--- config.mk ---
export PLATFORM = sky130hd
export DESIGN_NAME = ec_scalar_multiply_mod_p
export DESIGN_NICKNAME = d
export VERILOG_FILES = /design/src/rtl/ecsm_pkg.sv /design/src/rtl/ecsm_alu.sv /design/src/rtl/ec_scalar_multiply_mod_p.sv
export SDC_FILE = /design/constraint.sdc
export NUM_CORES = 2
export LEC_CHECK = 0
export CAP_MARGIN = 30
export CORE_MARGIN = 2
export CORE_UTILIZATION = 25
export DETAILED_ROUTE_END_ITERATION = 8
export DONT_BUFFER_PORTS = 1
export SLEW_MARGIN = 20
export SYNTH_ARGS = -nofsm -noshare
export SYNTH_HDL_FRONTEND = slang
export SYNTH_HIERARCHICAL = 1
export SYNTH_SLANG_ARGS = --single-unit
--- constraint.sdc ---
create_clock -name i_clk -period 11.7 [get_ports i_clk]
set_input_delay 2.925 -clock i_clk [delete_from_list [all_inputs] [get_ports i_clk]]
set_output_delay 2.925 -clock i_clk [all_outputs]
set_load 0.05 [all_outputs]
--- src/rtl/ecsm_pkg.sv ---
package ecsm_pkg;

    localparam int FIELD_BITS_DEF  = 16;
    localparam int SCALAR_BITS_DEF = 16;

    localparam logic [0:0] REG_CURVE_A = 1'b0;
    localparam logic [0:0] REG_PRIME   = 1'b1;

    localparam int CURVE_A_RESET = 2;
    localparam int PRIME_RESET   = 97;

    // Opcodes of the field arithmetic unit.
    localparam logic [1:0] OP_MUL = 2'd0;
    localparam logic [1:0] OP_INV = 2'd1;
    localparam logic [1:0] OP_RED = 2'd2;

    typedef struct packed {
        logic       start;
        logic [1:0] op;
    } t_alu_cmd;

endpackage

--- src/rtl/ecsm_alu.sv ---
module ecsm_alu #(
    parameter int FIELD_BITS = ecsm_pkg::FIELD_BITS_DEF
) (
    input  logic                    i_clk,
    input  logic                    i_rst_n,
    input  ecsm_pkg::t_alu_cmd      i_cmd,
    input  logic [FIELD_BITS-1:0]   i_a,
    input  logic [FIELD_BITS-1:0]   i_b,
    input  logic [FIELD_BITS-1:0]   i_p,
    output logic                    o_done,
    output logic [FIELD_BITS-1:0]   o_res
);
    // One bit per cycle: modular multiply by shift-and-add, modular reduction by
    // restoring shift-subtract, and inverse by the binary extended Euclidean method.
    localparam int W  = FIELD_BITS;
    localparam int CW = $clog2(2 * W + 2);

    localparam logic [1:0] S_IDLE = 2'd0;
    localparam logic [1:0] S_MUL  = 2'd1;
    localparam logic [1:0] S_INV  = 2'd2;
    localparam logic [1:0] S_RED  = 2'd3;

    logic [1:0]    r_state, n_state;
    logic [CW-1:0] r_cnt, n_cnt;
    logic [W:0]    r_acc, n_acc;
    logic [W-1:0]  r_sh, n_sh;
    logic [W:0]    r_u, n_u, r_v, n_v, r_x1, n_x1, r_x2, n_x2;
    logic          r_done, n_done;
    logic [W-1:0]  r_res, n_res;

    logic [W+1:0] dbl, dblp, addb;
    logic [W:0]   h1, h2;
    logic [W+1:0] tadd;

    always_comb begin
        n_state = r_state;
        n_cnt   = r_cnt;
        n_acc   = r_acc;
        n_sh    = r_sh;
        n_u     = r_u;
        n_v     = r_v;
        n_x1    = r_x1;
        n_x2    = r_x2;
        n_done  = 1'b0;
        n_res   = r_res;
        dbl     = '0;
        dblp    = '0;
        addb    = '0;
        h1      = '0;
        h2      = '0;
        tadd    = '0;
        case (r_state)
            S_IDLE: begin
                if (i_cmd.start) begin
                    n_acc = '0;
                    n_cnt = '0;
                    case (i_cmd.op)
                        ecsm_pkg::OP_MUL: begin
                            n_sh    = i_b;
                            n_u     = {1'b0, i_a};
                            n_state = S_MUL;
                        end
                        ecsm_pkg::OP_INV: begin
                            n_u     = {1'b0, i_a};
                            n_v     = {1'b0, i_p};
                            n_x1    = {{W{1'b0}}, 1'b1};
                            n_x2    = '0;
                            n_state = S_INV;
                        end
                        default: begin
                            n_sh    = i_a;
                            n_state = S_RED;
                        end
                    endcase
                end
            end
            S_MUL: begin
                // Horner over multiplier bits, MSB first; accumulator stays below p.
                dbl  = {r_acc, 1'b0};
                dblp = (dbl >= {1'b0, i_p}) ? dbl - {1'b0, i_p} : dbl;
                addb = dblp + (r_sh[W-1] ? {1'b0, r_u} : '0);
                if (addb >= {1'b0, i_p}) addb = addb - {1'b0, i_p};
                n_acc = addb[W:0];
                n_sh  = {r_sh[W-2:0], 1'b0};
                n_cnt = r_cnt + 1'b1;
                if (r_cnt == CW'(W - 1)) begin
                    n_res   = addb[W-1:0];
                    n_done  = 1'b1;
                    n_state = S_IDLE;
                end
            end
            S_RED: begin
                dbl = {r_acc, r_sh[W-1]};
                if (dbl >= {1'b0, i_p}) dbl = dbl - {1'b0, i_p};
                n_acc = dbl[W:0];
                n_sh  = {r_sh[W-2:0], 1'b0};
                n_cnt = r_cnt + 1'b1;
                if (r_cnt == CW'(W - 1)) begin
                    n_res   = dbl[W-1:0];
                    n_done  = 1'b1;
                    n_state = S_IDLE;
                end
            end
            default: begin
                // Binary inverse; a*x1 = u, a*x2 = v (mod p) invariants, p odd.
                if (r_u == '0 || r_v == '0) begin
                    // gcd found or zero operand: inverse exists only when a 1 remains.
                    n_res   = '0;
                    n_done  = 1'b1;
                    n_state = S_IDLE;
                end else if (r_u == {{W{1'b0}}, 1'b1}) begin
                    n_res   = r_x1[W-1:0];
                    n_done  = 1'b1;
                    n_state = S_IDLE;
                end else if (r_v == {{W{1'b0}}, 1'b1}) begin
                    n_res   = r_x2[W-1:0];
                    n_done  = 1'b1;
                    n_state = S_IDLE;
                end else if (!r_u[0]) begin
                    n_u  = r_u >> 1;
                    tadd = r_x1[0] ? {1'b0, r_x1} + {2'b0, i_p} : {1'b0, r_x1};
                    n_x1 = tadd[W+1:1];
                end else if (!r_v[0]) begin
                    n_v  = r_v >> 1;
                    tadd = r_x2[0] ? {1'b0, r_x2} + {2'b0, i_p} : {1'b0, r_x2};
                    n_x2 = tadd[W+1:1];
                end else if (r_u >= r_v) begin
                    n_u  = r_u - r_v;
                    h1   = r_x1 - r_x2;
                    n_x1 = (r_x1 >= r_x2) ? h1 : h1 + {1'b0, i_p};
                end else begin
                    n_v  = r_v - r_u;
                    h2   = r_x2 - r_x1;
                    n_x2 = (r_x2 >= r_x1) ? h2 : h2 + {1'b0, i_p};
                end
            end
        endcase
    end

    always_ff @(posedge i_clk) begin
        if (!i_rst_n) begin
            r_state <= S_IDLE;
            r_done  <= 1'b0;
        end else begin
            r_state <= n_state;
            r_done  <= n_done;
        end
        r_cnt <= n_cnt;
        r_acc <= n_acc;
        r_sh  <= n_sh;
        r_u   <= n_u;
        r_v   <= n_v;
        r_x1  <= n_x1;
        r_x2  <= n_x2;
        r_res <= n_res;
    end

    assign o_done = r_done;
    assign o_res  = r_res;
endmodule

--- src/rtl/ec_scalar_multiply_mod_p.sv ---
// Channel  | Handshake              | Payload
// ---------+------------------------+------------------------------------------
// cfg      | i_cfg_valid/o_cfg_ready| i_cfg_index, i_cfg_data (curve_a, prime)
// input    | i_valid/o_ready        | i_scalar_k, i_base_x, i_base_y
// result   | o_valid/i_ready        | o_result_x, o_result_y, o_at_infinity
//
// One transaction is processed at a time. Each scalar bit costs a point double
// (four multiplies and one inverse) and possibly an add (three multiplies and one
// inverse) in the shared field unit.
// Reset is synchronous and active low and restores curve_a = 2, prime = 97.
// A result waits in the output register while the next transaction is taken.
module ec_scalar_multiply_mod_p #(
    parameter int FIELD_BITS  = ecsm_pkg::FIELD_BITS_DEF,
    parameter int SCALAR_BITS = ecsm_pkg::SCALAR_BITS_DEF
) (
    input  logic                   i_clk,
    input  logic                   i_rst_n,
    input  logic                   i_cfg_valid,
    output logic                   o_cfg_ready,
    input  logic [0:0]             i_cfg_index,
    input  logic [FIELD_BITS-1:0]  i_cfg_data,
    input  logic                   i_valid,
    output logic                   o_ready,
    input  logic [SCALAR_BITS-1:0] i_scalar_k,
    input  logic [FIELD_BITS-1:0]  i_base_x,
    input  logic [FIELD_BITS-1:0]  i_base_y,
    output logic                   o_valid,
    input  logic                   i_ready,
    output logic [FIELD_BITS-1:0]  o_result_x,
    output logic [FIELD_BITS-1:0]  o_result_y,
    output logic                   o_at_infinity
);
    localparam int W  = FIELD_BITS;
    localparam int SW = (SCALAR_BITS > 1) ? $clog2(SCALAR_BITS) : 1;

    // Sequencer states. Each point step is a list of field operations.
    localparam logic [4:0] S_IDLE  = 5'd0;
    localparam logic [4:0] S_RA    = 5'd1;  // reduce a
    localparam logic [4:0] S_RX    = 5'd2;  // reduce base x
    localparam logic [4:0] S_RY    = 5'd3;  // reduce base y
    localparam logic [4:0] S_BIT   = 5'd4;  // start of one scalar bit: double
    localparam logic [4:0] S_D1    = 5'd5;  // x*x
    localparam logic [4:0] S_D2    = 5'd6;  // inv(2y)
    localparam logic [4:0] S_D3    = 5'd7;  // (3xx+a)*inv
    localparam logic [4:0] S_ADD   = 5'd8;  // decide add
    localparam logic [4:0] S_A1    = 5'd9;  // inv(bx-x)
    localparam logic [4:0] S_A2    = 5'd10; // (by-y)*inv
    localparam logic [4:0] S_L1    = 5'd11; // lam*lam
    localparam logic [4:0] S_L2    = 5'd12; // lam*(x - xr)
    localparam logic [4:0] S_NEXT  = 5'd13;
    localparam logic [4:0] S_OUT   = 5'd14;

    logic [4:0]             r_state, n_state;
    logic                   r_ret_add, n_ret_add; // which step the lambda tail serves
    logic [W-1:0]           r_a, r_p;
    logic [W-1:0]           r_ca, n_ca, r_bx, n_bx, r_by, n_by;
    logic [W-1:0]           r_x, n_x, r_y, n_y, r_t, n_t, r_lam, n_lam, r_xr, n_xr;
    logic                   r_inf, n_inf;
    logic [SCALAR_BITS-1:0] r_k, n_k;
    logic [SW-1:0]          r_bit, n_bit;
    logic                   r_busy, n_busy;
    logic                   r_ov, n_ov;
    logic [W-1:0]           r_ox, n_ox, r_oy, n_oy;
    logic                   r_oi, n_oi;

    ecsm_pkg::t_alu_cmd     alu_cmd;
    logic [W-1:0]           alu_a, alu_b, alu_res;
    logic                   alu_done;

    // Field helpers on values below p.
    function automatic logic [W-1:0] f_add(input logic [W-1:0] u, input logic [W-1:0] v,
                                           input logic [W-1:0] p);
        logic [W:0] s;
        s = {1'b0, u} + {1'b0, v};
        if (s >= {1'b0, p}) s = s - {1'b0, p};
        return s[W-1:0];
    endfunction

    function automatic logic [W-1:0] f_sub(input logic [W-1:0] u, input logic [W-1:0] v,
                                           input logic [W-1:0] p);
        logic [W:0] s;
        s = {1'b0, u} - {1'b0, v};
        if (u < v) s = s + {1'b0, p};
        return s[W-1:0];
    endfunction

    ecsm_alu #(.FIELD_BITS(W)) u_alu (
        .i_clk  (i_clk),
        .i_rst_n(i_rst_n),
        .i_cmd  (alu_cmd),
        .i_a    (alu_a),
        .i_b    (alu_b),
        .i_p    (r_p),
        .o_done (alu_done),
        .o_res  (alu_res)
    );

    assign o_cfg_ready = !r_busy;
    assign o_ready     = !r_busy;

    logic p_ok;
    assign p_ok = (r_p >= W'(3));

    always_comb begin
        n_state   = r_state;
        n_ret_add = r_ret_add;
        n_ca = r_ca; n_bx = r_bx; n_by = r_by;
        n_x = r_x; n_y = r_y; n_t = r_t; n_lam = r_lam; n_xr = r_xr;
        n_inf = r_inf; n_k = r_k; n_bit = r_bit; n_busy = r_busy;
        n_ov = r_ov; n_ox = r_ox; n_oy = r_oy; n_oi = r_oi;
        alu_cmd.start = 1'b0;
        alu_cmd.op    = ecsm_pkg::OP_MUL;
        alu_a = '0;
        alu_b = '0;
        if (o_valid && i_ready) n_ov = 1'b0;
        case (r_state)
            S_IDLE: begin
                if (i_valid && o_ready) begin
                    n_busy = 1'b1;
                    n_k    = i_scalar_k;
                    n_bx   = i_base_x;
                    n_by   = i_base_y;
                    n_inf  = 1'b1;
                    n_x    = '0;
                    n_y    = '0;
                    n_bit  = SW'(SCALAR_BITS - 1);
                    if (p_ok) begin
                        n_state       = S_RA;
                        alu_cmd.start = 1'b1;
                        alu_cmd.op    = ecsm_pkg::OP_RED;
                        alu_a         = r_a;
                    end else begin
                        n_state = S_OUT;
                    end
                end
            end
            S_RA: if (alu_done) begin
                n_ca = alu_res;
                alu_cmd.start = 1'b1; alu_cmd.op = ecsm_pkg::OP_RED; alu_a = r_bx;
                n_state = S_RX;
            end
            S_RX: if (alu_done) begin
                n_bx = alu_res;
                alu_cmd.start = 1'b1; alu_cmd.op = ecsm_pkg::OP_RED; alu_a = r_by;
                n_state = S_RY;
            end
            S_RY: if (alu_done) begin
                n_by = alu_res;
                n_state = S_BIT;
            end
            S_BIT: begin
                // Doubling: infinity stays infinity; y = 0 gives infinity.
                if (r_inf) begin
                    n_state = S_ADD;
                end else if (r_y == '0) begin
                    n_inf = 1'b1; n_x = '0; n_y = '0;
                    n_state = S_ADD;
                end else begin
                    alu_cmd.start = 1'b1; alu_a = r_x; alu_b = r_x;
                    n_state = S_D1;
                end
            end
            S_D1: if (alu_done) begin
                n_t = f_add(f_add(f_add(alu_res, alu_res, r_p), alu_res, r_p), r_ca, r_p);
                alu_cmd.start = 1'b1; alu_cmd.op = ecsm_pkg::OP_INV;
                alu_a = f_add(r_y, r_y, r_p);
                n_state = S_D2;
            end
            S_D2: if (alu_done) begin
                alu_cmd.start = 1'b1; alu_a = r_t; alu_b = alu_res;
                n_ret_add = 1'b0;
                n_state = S_D3;
            end
            S_D3, S_A2: if (alu_done) begin
                n_lam = alu_res;
                alu_cmd.start = 1'b1; alu_a = alu_res; alu_b = alu_res;
                n_state = S_L1;
            end
            S_L1: if (alu_done) begin
                // Second operand is x for doubling, base x for addition.
                n_xr = f_sub(f_sub(alu_res, r_x, r_p), r_ret_add ? r_bx : r_x, r_p);
                alu_cmd.start = 1'b1; alu_a = r_lam;
                alu_b = f_sub(r_x, f_sub(f_sub(alu_res, r_x, r_p),
                              r_ret_add ? r_bx : r_x, r_p), r_p);
                n_state = S_L2;
            end
            S_L2: if (alu_done) begin
                n_y = f_sub(alu_res, r_y, r_p);
                n_x = r_xr;
                n_state = r_ret_add ? S_NEXT : S_ADD;
            end
            S_ADD: begin
                if (!r_k[r_bit]) begin
                    n_state = S_NEXT;
                end else if (r_inf) begin
                    n_inf = 1'b0; n_x = r_bx; n_y = r_by;
                    n_state = S_NEXT;
                end else if (r_x == r_bx) begin
                    if (r_y != r_by || r_y == '0) begin
                        n_inf = 1'b1; n_x = '0; n_y = '0;
                        n_state = S_NEXT;
                    end else begin
                        // Same point: a doubling that then skips the add.
                        n_ret_add = 1'b1;
                        alu_cmd.start = 1'b1; alu_a = r_x; alu_b = r_x;
                        n_state = S_D1;
                    end
                end else begin
                    alu_cmd.start = 1'b1; alu_cmd.op = ecsm_pkg::OP_INV;
                    alu_a = f_sub(r_bx, r_x, r_p);
                    n_state = S_A1;
                end
            end
            S_A1: if (alu_done) begin
                alu_cmd.start = 1'b1; alu_a = f_sub(r_by, r_y, r_p); alu_b = alu_res;
                n_ret_add = 1'b1;
                n_state = S_A2;
            end
            S_NEXT: begin
                if (r_bit == '0) begin
                    n_state = S_OUT;
                end else begin
                    n_bit = r_bit - 1'b1;
                    n_state = S_BIT;
                end
            end
            S_OUT: begin
                if (!r_ov || i_ready) begin
                    n_ov = 1'b1;
                    n_ox = r_inf ? '0 : r_x;
                    n_oy = r_inf ? '0 : r_y;
                    n_oi = r_inf;
                    n_busy = 1'b0;
                    n_state = S_IDLE;
                end
            end
            default: n_state = S_IDLE;
        endcase
        // The doubling entered from the add decision returns through S_D2 with
        // r_ret_add set; keep that flag when S_D2 issues the multiply.
        if (r_state == S_D2 && alu_done && r_ret_add) n_ret_add = 1'b1;
    end

    // In the doubling path S_D2 would clear the flag; restore it for equal points.
    logic r_eqdbl, n_eqdbl;
    always_comb begin
        n_eqdbl = r_eqdbl;
        if (r_state == S_ADD) n_eqdbl = 1'b0;
        if (r_state == S_ADD && r_k[r_bit] && !r_inf && r_x == r_bx && r_y == r_by
            && r_y != '0) n_eqdbl = 1'b1;
        if (r_state == S_BIT) n_eqdbl = 1'b0;
    end

    always_ff @(posedge i_clk) begin
        if (!i_rst_n) begin
            r_state <= S_IDLE;
            r_busy  <= 1'b0;
            r_ov    <= 1'b0;
            r_a     <= W'(ecsm_pkg::CURVE_A_RESET);
            r_p     <= W'(ecsm_pkg::PRIME_RESET);
            r_eqdbl <= 1'b0;
            r_ret_add <= 1'b0;
        end else begin
            r_state <= n_state;
            r_busy  <= n_busy;
            r_ov    <= n_ov;
            r_eqdbl <= n_eqdbl;
            r_ret_add <= (r_state == S_D2 && alu_done) ? r_eqdbl : n_ret_add;
            if (i_cfg_valid && o_cfg_ready) begin
                if (i_cfg_index == ecsm_pkg::REG_CURVE_A) r_a <= i_cfg_data;
                else r_p <= i_cfg_data;
            end
        end
        r_ca <= n_ca; r_bx <= n_bx; r_by <= n_by;
        r_x <= n_x; r_y <= n_y; r_t <= n_t; r_lam <= n_lam; r_xr <= n_xr;
        r_inf <= n_inf; r_k <= n_k; r_bit <= n_bit;
        r_ox <= n_ox; r_oy <= n_oy; r_oi <= n_oi;
    end

    assign o_valid       = r_ov;
    assign o_result_x    = r_ox;
    assign o_result_y    = r_oy;
    assign o_at_infinity = r_oi;

    a_inf_zero: assert property (@(posedge i_clk) disable iff (!i_rst_n)
        o_valid && o_at_infinity |-> o_result_x == '0 && o_result_y == '0)
        else $error("infinity result with nonzero coordinates");
    a_no_accept_busy: assert property (@(posedge i_clk) disable iff (!i_rst_n)
        r_busy |-> !o_ready)
        else $error("input accepted while a transaction is in progress");
    a_hold: assert property (@(posedge i_clk) disable iff (!i_rst_n)
        o_valid && !i_ready |=> o_valid && $stable(o_result_x) && $stable(o_result_y))
        else $error("pending result changed");
endmodule

==> flow_summary.yaml <==
logic_synthesis:
  async_flop_share_pct: 0
  yosys-top-cells-area: "edfxtp_1 23%, ha_1 14%, xnor2_1 5.2%"
  yosys-top-cells-count: "465 x ha_1, 432 x nor2_1, 400 x a21oi_1"
  ys_ff_latch: 348
  ys_seq_area_share_pct: 24.9
  yosysTopAreaCellShare_pct: 22.8
  yosysWarnings: 6
  yosys.cell_types.count: 117
  syn_avg_cell_area_um2: 8.40
  synth_edf_count: 305
  yosysMostFrequentCell: "ha_1"
  ys.flop_type: "edfxtp_1"
  yosys.area.top_type: "edfxtp_1"
  syn_area_um2: 40200
  synthesis.nets: 5350
  syn_inst: 4785
global_route:
  overflow: 0
  grt_max_degree: 58
  antenna_found_initial: 38
  grt_pass1_vias: 35100
  grt_pass1_wl_mm: 237
  grt_use_total_pct: 19.3
die:
  dieArea_um2: 164000
  die_w_um: 405
  ios: 106
  core_um2: 160000
  start_util_pct: 25.1
  dieHeight_um: 405
  fp-row-count: 147
clocking:
  cts_buffers: 46
  cts_root_buf: "clkbuf_16"
  cts_hold_buf: 0
  clock-sinks: 348
  worstSkewPairLatency_ns: 0.66
  cts.path.max_buffers: 3
  cts.clk_slew.worst_paths_ns: 0.06
  cts_tree: "yes"
  h-tree-depth: 2
sta:
  fmax_mhz: 89.6
  fin_worst_skew_ns: 0.0698
  period_share_pct: 95.4
  min_period_ns: 11.16
  slew_headroom_pct: 32.9
  hold_viol_final: 0
  fin_setup_tns_ns: 0
  slew_violations: 0
  worst_pin_slew_ns: 0.996
  worst_slack_ns: 0.537
  grt_setup_unrepaired: "true"
  setup_violations: 0
detailed_routing:
  drcViolationCount: 0
  routed-via-count: 38300
  wl_per_cell_um: 23.9
  first_pass_iters: 7
  via_per_inst: 5.54
  routed_wirelength_mm: 165
  drt_iter0_drc: 4488
  ant_nets: 0
placed_design:
  place_hpwl_mm: 127
  pre_cts_slack_ns: 0.266
  io_buffers: 0
  place.gp.congestion: 0.999
finish:
  nFillCells: 17200
  seqCellArea_um2: 10000
  nets: 5329
  final_layout_size_suffix_gt1_share_pct: 8.46
  area_growth_pct: 11.0
  finish.utilization_pct: 27.9
  multi_input_area_um2: 28200
setup_path:
  cp_common_cell: "a21oi_1"
  crit_required_ns: 12.07
  slowest_delay_ns: 0.49
  slowest_stage: "or4_1"
  cp-end-kind: "flop"
  regToRegSetupSlack_ns: 0.54
  rr_startpoint: "r_p[1]$_SDFFE_PN0P_"
  critical_path_class: "reg -> reg"
  crit_path_start_kind: "flop"
  crit_arrival_ns: 11.54
  rr_worst_depth: 53
  critical_path.max_fanout: 15
  r2r_end: "r_t[15]$_DFFE_PP_"
min_path:
  holdPathStages: 2
  min_path_type: "reg -> reg"
  hp-start: "r_a[12]$_SDFFE_PN0P_"
  holdPathEnd: "r_a[12]$_SDFFE_PN0P_"
run_status:
  outcome: "finished clean"
flow_run:
  maxCapViolCount: 0
-- worst max-delay path: cells and delay by family (launching register included) --
kind	cells	cell delay, ns
AOI/OAI and AO/OA	32	5.92
xor gates and xnor gates	1	0.17
adders and majority gates	5	1.58
buffers and inverters	4	0.65
DFF	1	0.33
muxes	1	0.36
and+or+nand+nor	10	1.87
-- metal layers --
layer / GRT usage (%) / up-vias / wire length, µm / part of all wire [%]
li1: - / 17600 / - / -
met1: 26.2 / 18400 / 69800 / 42
met2: 29.6 / 1921 / 71000 / 43
met3: 4.61 / 334 / 18000 / 11
met4: 6.89 / 24 / 6420 / 3.9
met5: 0 / - / 135 / 0.082
-- stage by stage --
stage	cells	instance area [µm²]	hold slack, ns
detailed placement	6785	42800	0.457
finish	6904	44600	0.466
global route	6890	44600	0.503
CTS	6869	44300	0.466
global placement	6782	42800	0.450
floorplan	4785	40200	0.440
-- layout by cell type (no fill, tap or decap), types with 19 or more instances in the layout --
cell type / count
ha_1: 463
nor2_1: 427
a21oi_1: 395
nand2_1: 393
inv_1: 330
o21ai_0: 313
edfxtp_1: 305
xnor2_1: 239
a21o_1: 126
xor2_1: 117
buf_4: 107
nand3_1: 106
nor3_1: 105
mux2i_1: 94
mux2_2: 79
nor2b_1: 74
a211oi_1: 60
a21boi_0: 57
o21a_1: 47
a22oi_1: 46
clkbuf_16: 46
nand2b_1: 45
o21bai_1: 43
nand4_1: 41
and3_1: 40
o211ai_1: 40
dfxtp_1: 40
a31oi_1: 33
fa_1: 30
nor4_1: 28
or3_1: 28
and2_1: 25
a221oi_1: 24
o31a_1: 20
a211o_1: 19
-- worst max path at each step --
stage / start / to / slack (ns) / depth (start not counted)
2_1_floorplan: r_p[1]$_SDFFE_PN0P_ / r_t[10]$_DFFE_PP_ / 0.08 / 56
3_3_place_gp: u_alu/o_res[0]$_DFFE_PP_ / r_t[15]$_DFFE_PP_ / 0.32 / 52
3_5_place_dp: u_alu/o_res[0]$_DFFE_PP_ / r_t[15]$_DFFE_PP_ / 0.27 / 52
4_1_cts: r_p[1]$_SDFFE_PN0P_ / r_t[15]$_DFFE_PP_ / 0.22 / 53
5_1_grt: r_p[1]$_SDFFE_PN0P_ / r_t[15]$_DFFE_PP_ / -0.08 / 53
6_report: r_p[1]$_SDFFE_PN0P_ / r_t[15]$_DFFE_PP_ / 0.54 / 53
-- flip-flops by register name (all words and copies together), names as in the netlist, 17 cells and up --
register / count
u_alu/r_v: 17
u_alu/r_x2: 17
u_alu/r_acc: 17
u_alu/r_u: 17
u_alu/r_x1: 17
-- layout make-up --
cell class / instances / share of cell area (%)
clock buffer: 54 / 2.65
clock inverter: 30 / 0.726
timing repair buffer: 117 / 2.12
multi-input combinational: 3914 / 63.2
tap: 2086 / 5.85
antenna: 18 / 0.101
inverter: 337 / 2.84
sequential: 348 / 22.5
-- logic make-up after synthesis --
logic type	share of synthesized area, %
compound gates	24.2
xor+xnor	7.94
fa+ha+maj	16.0
buf+inv	5.15
flops	24.9
mux	5.53
simple gates	16.2
-- timing repair --
item	4_1_cts	5_1_grt
endpoints found under the hold margin	0	0
endpoints found under the setup margin	0	17
gates resized for setup	0	19
buffers inserted	0	11
Power is not shown: default switching activity piles up to over one toggle a cycle in this logic, so the estimate is an artifact.
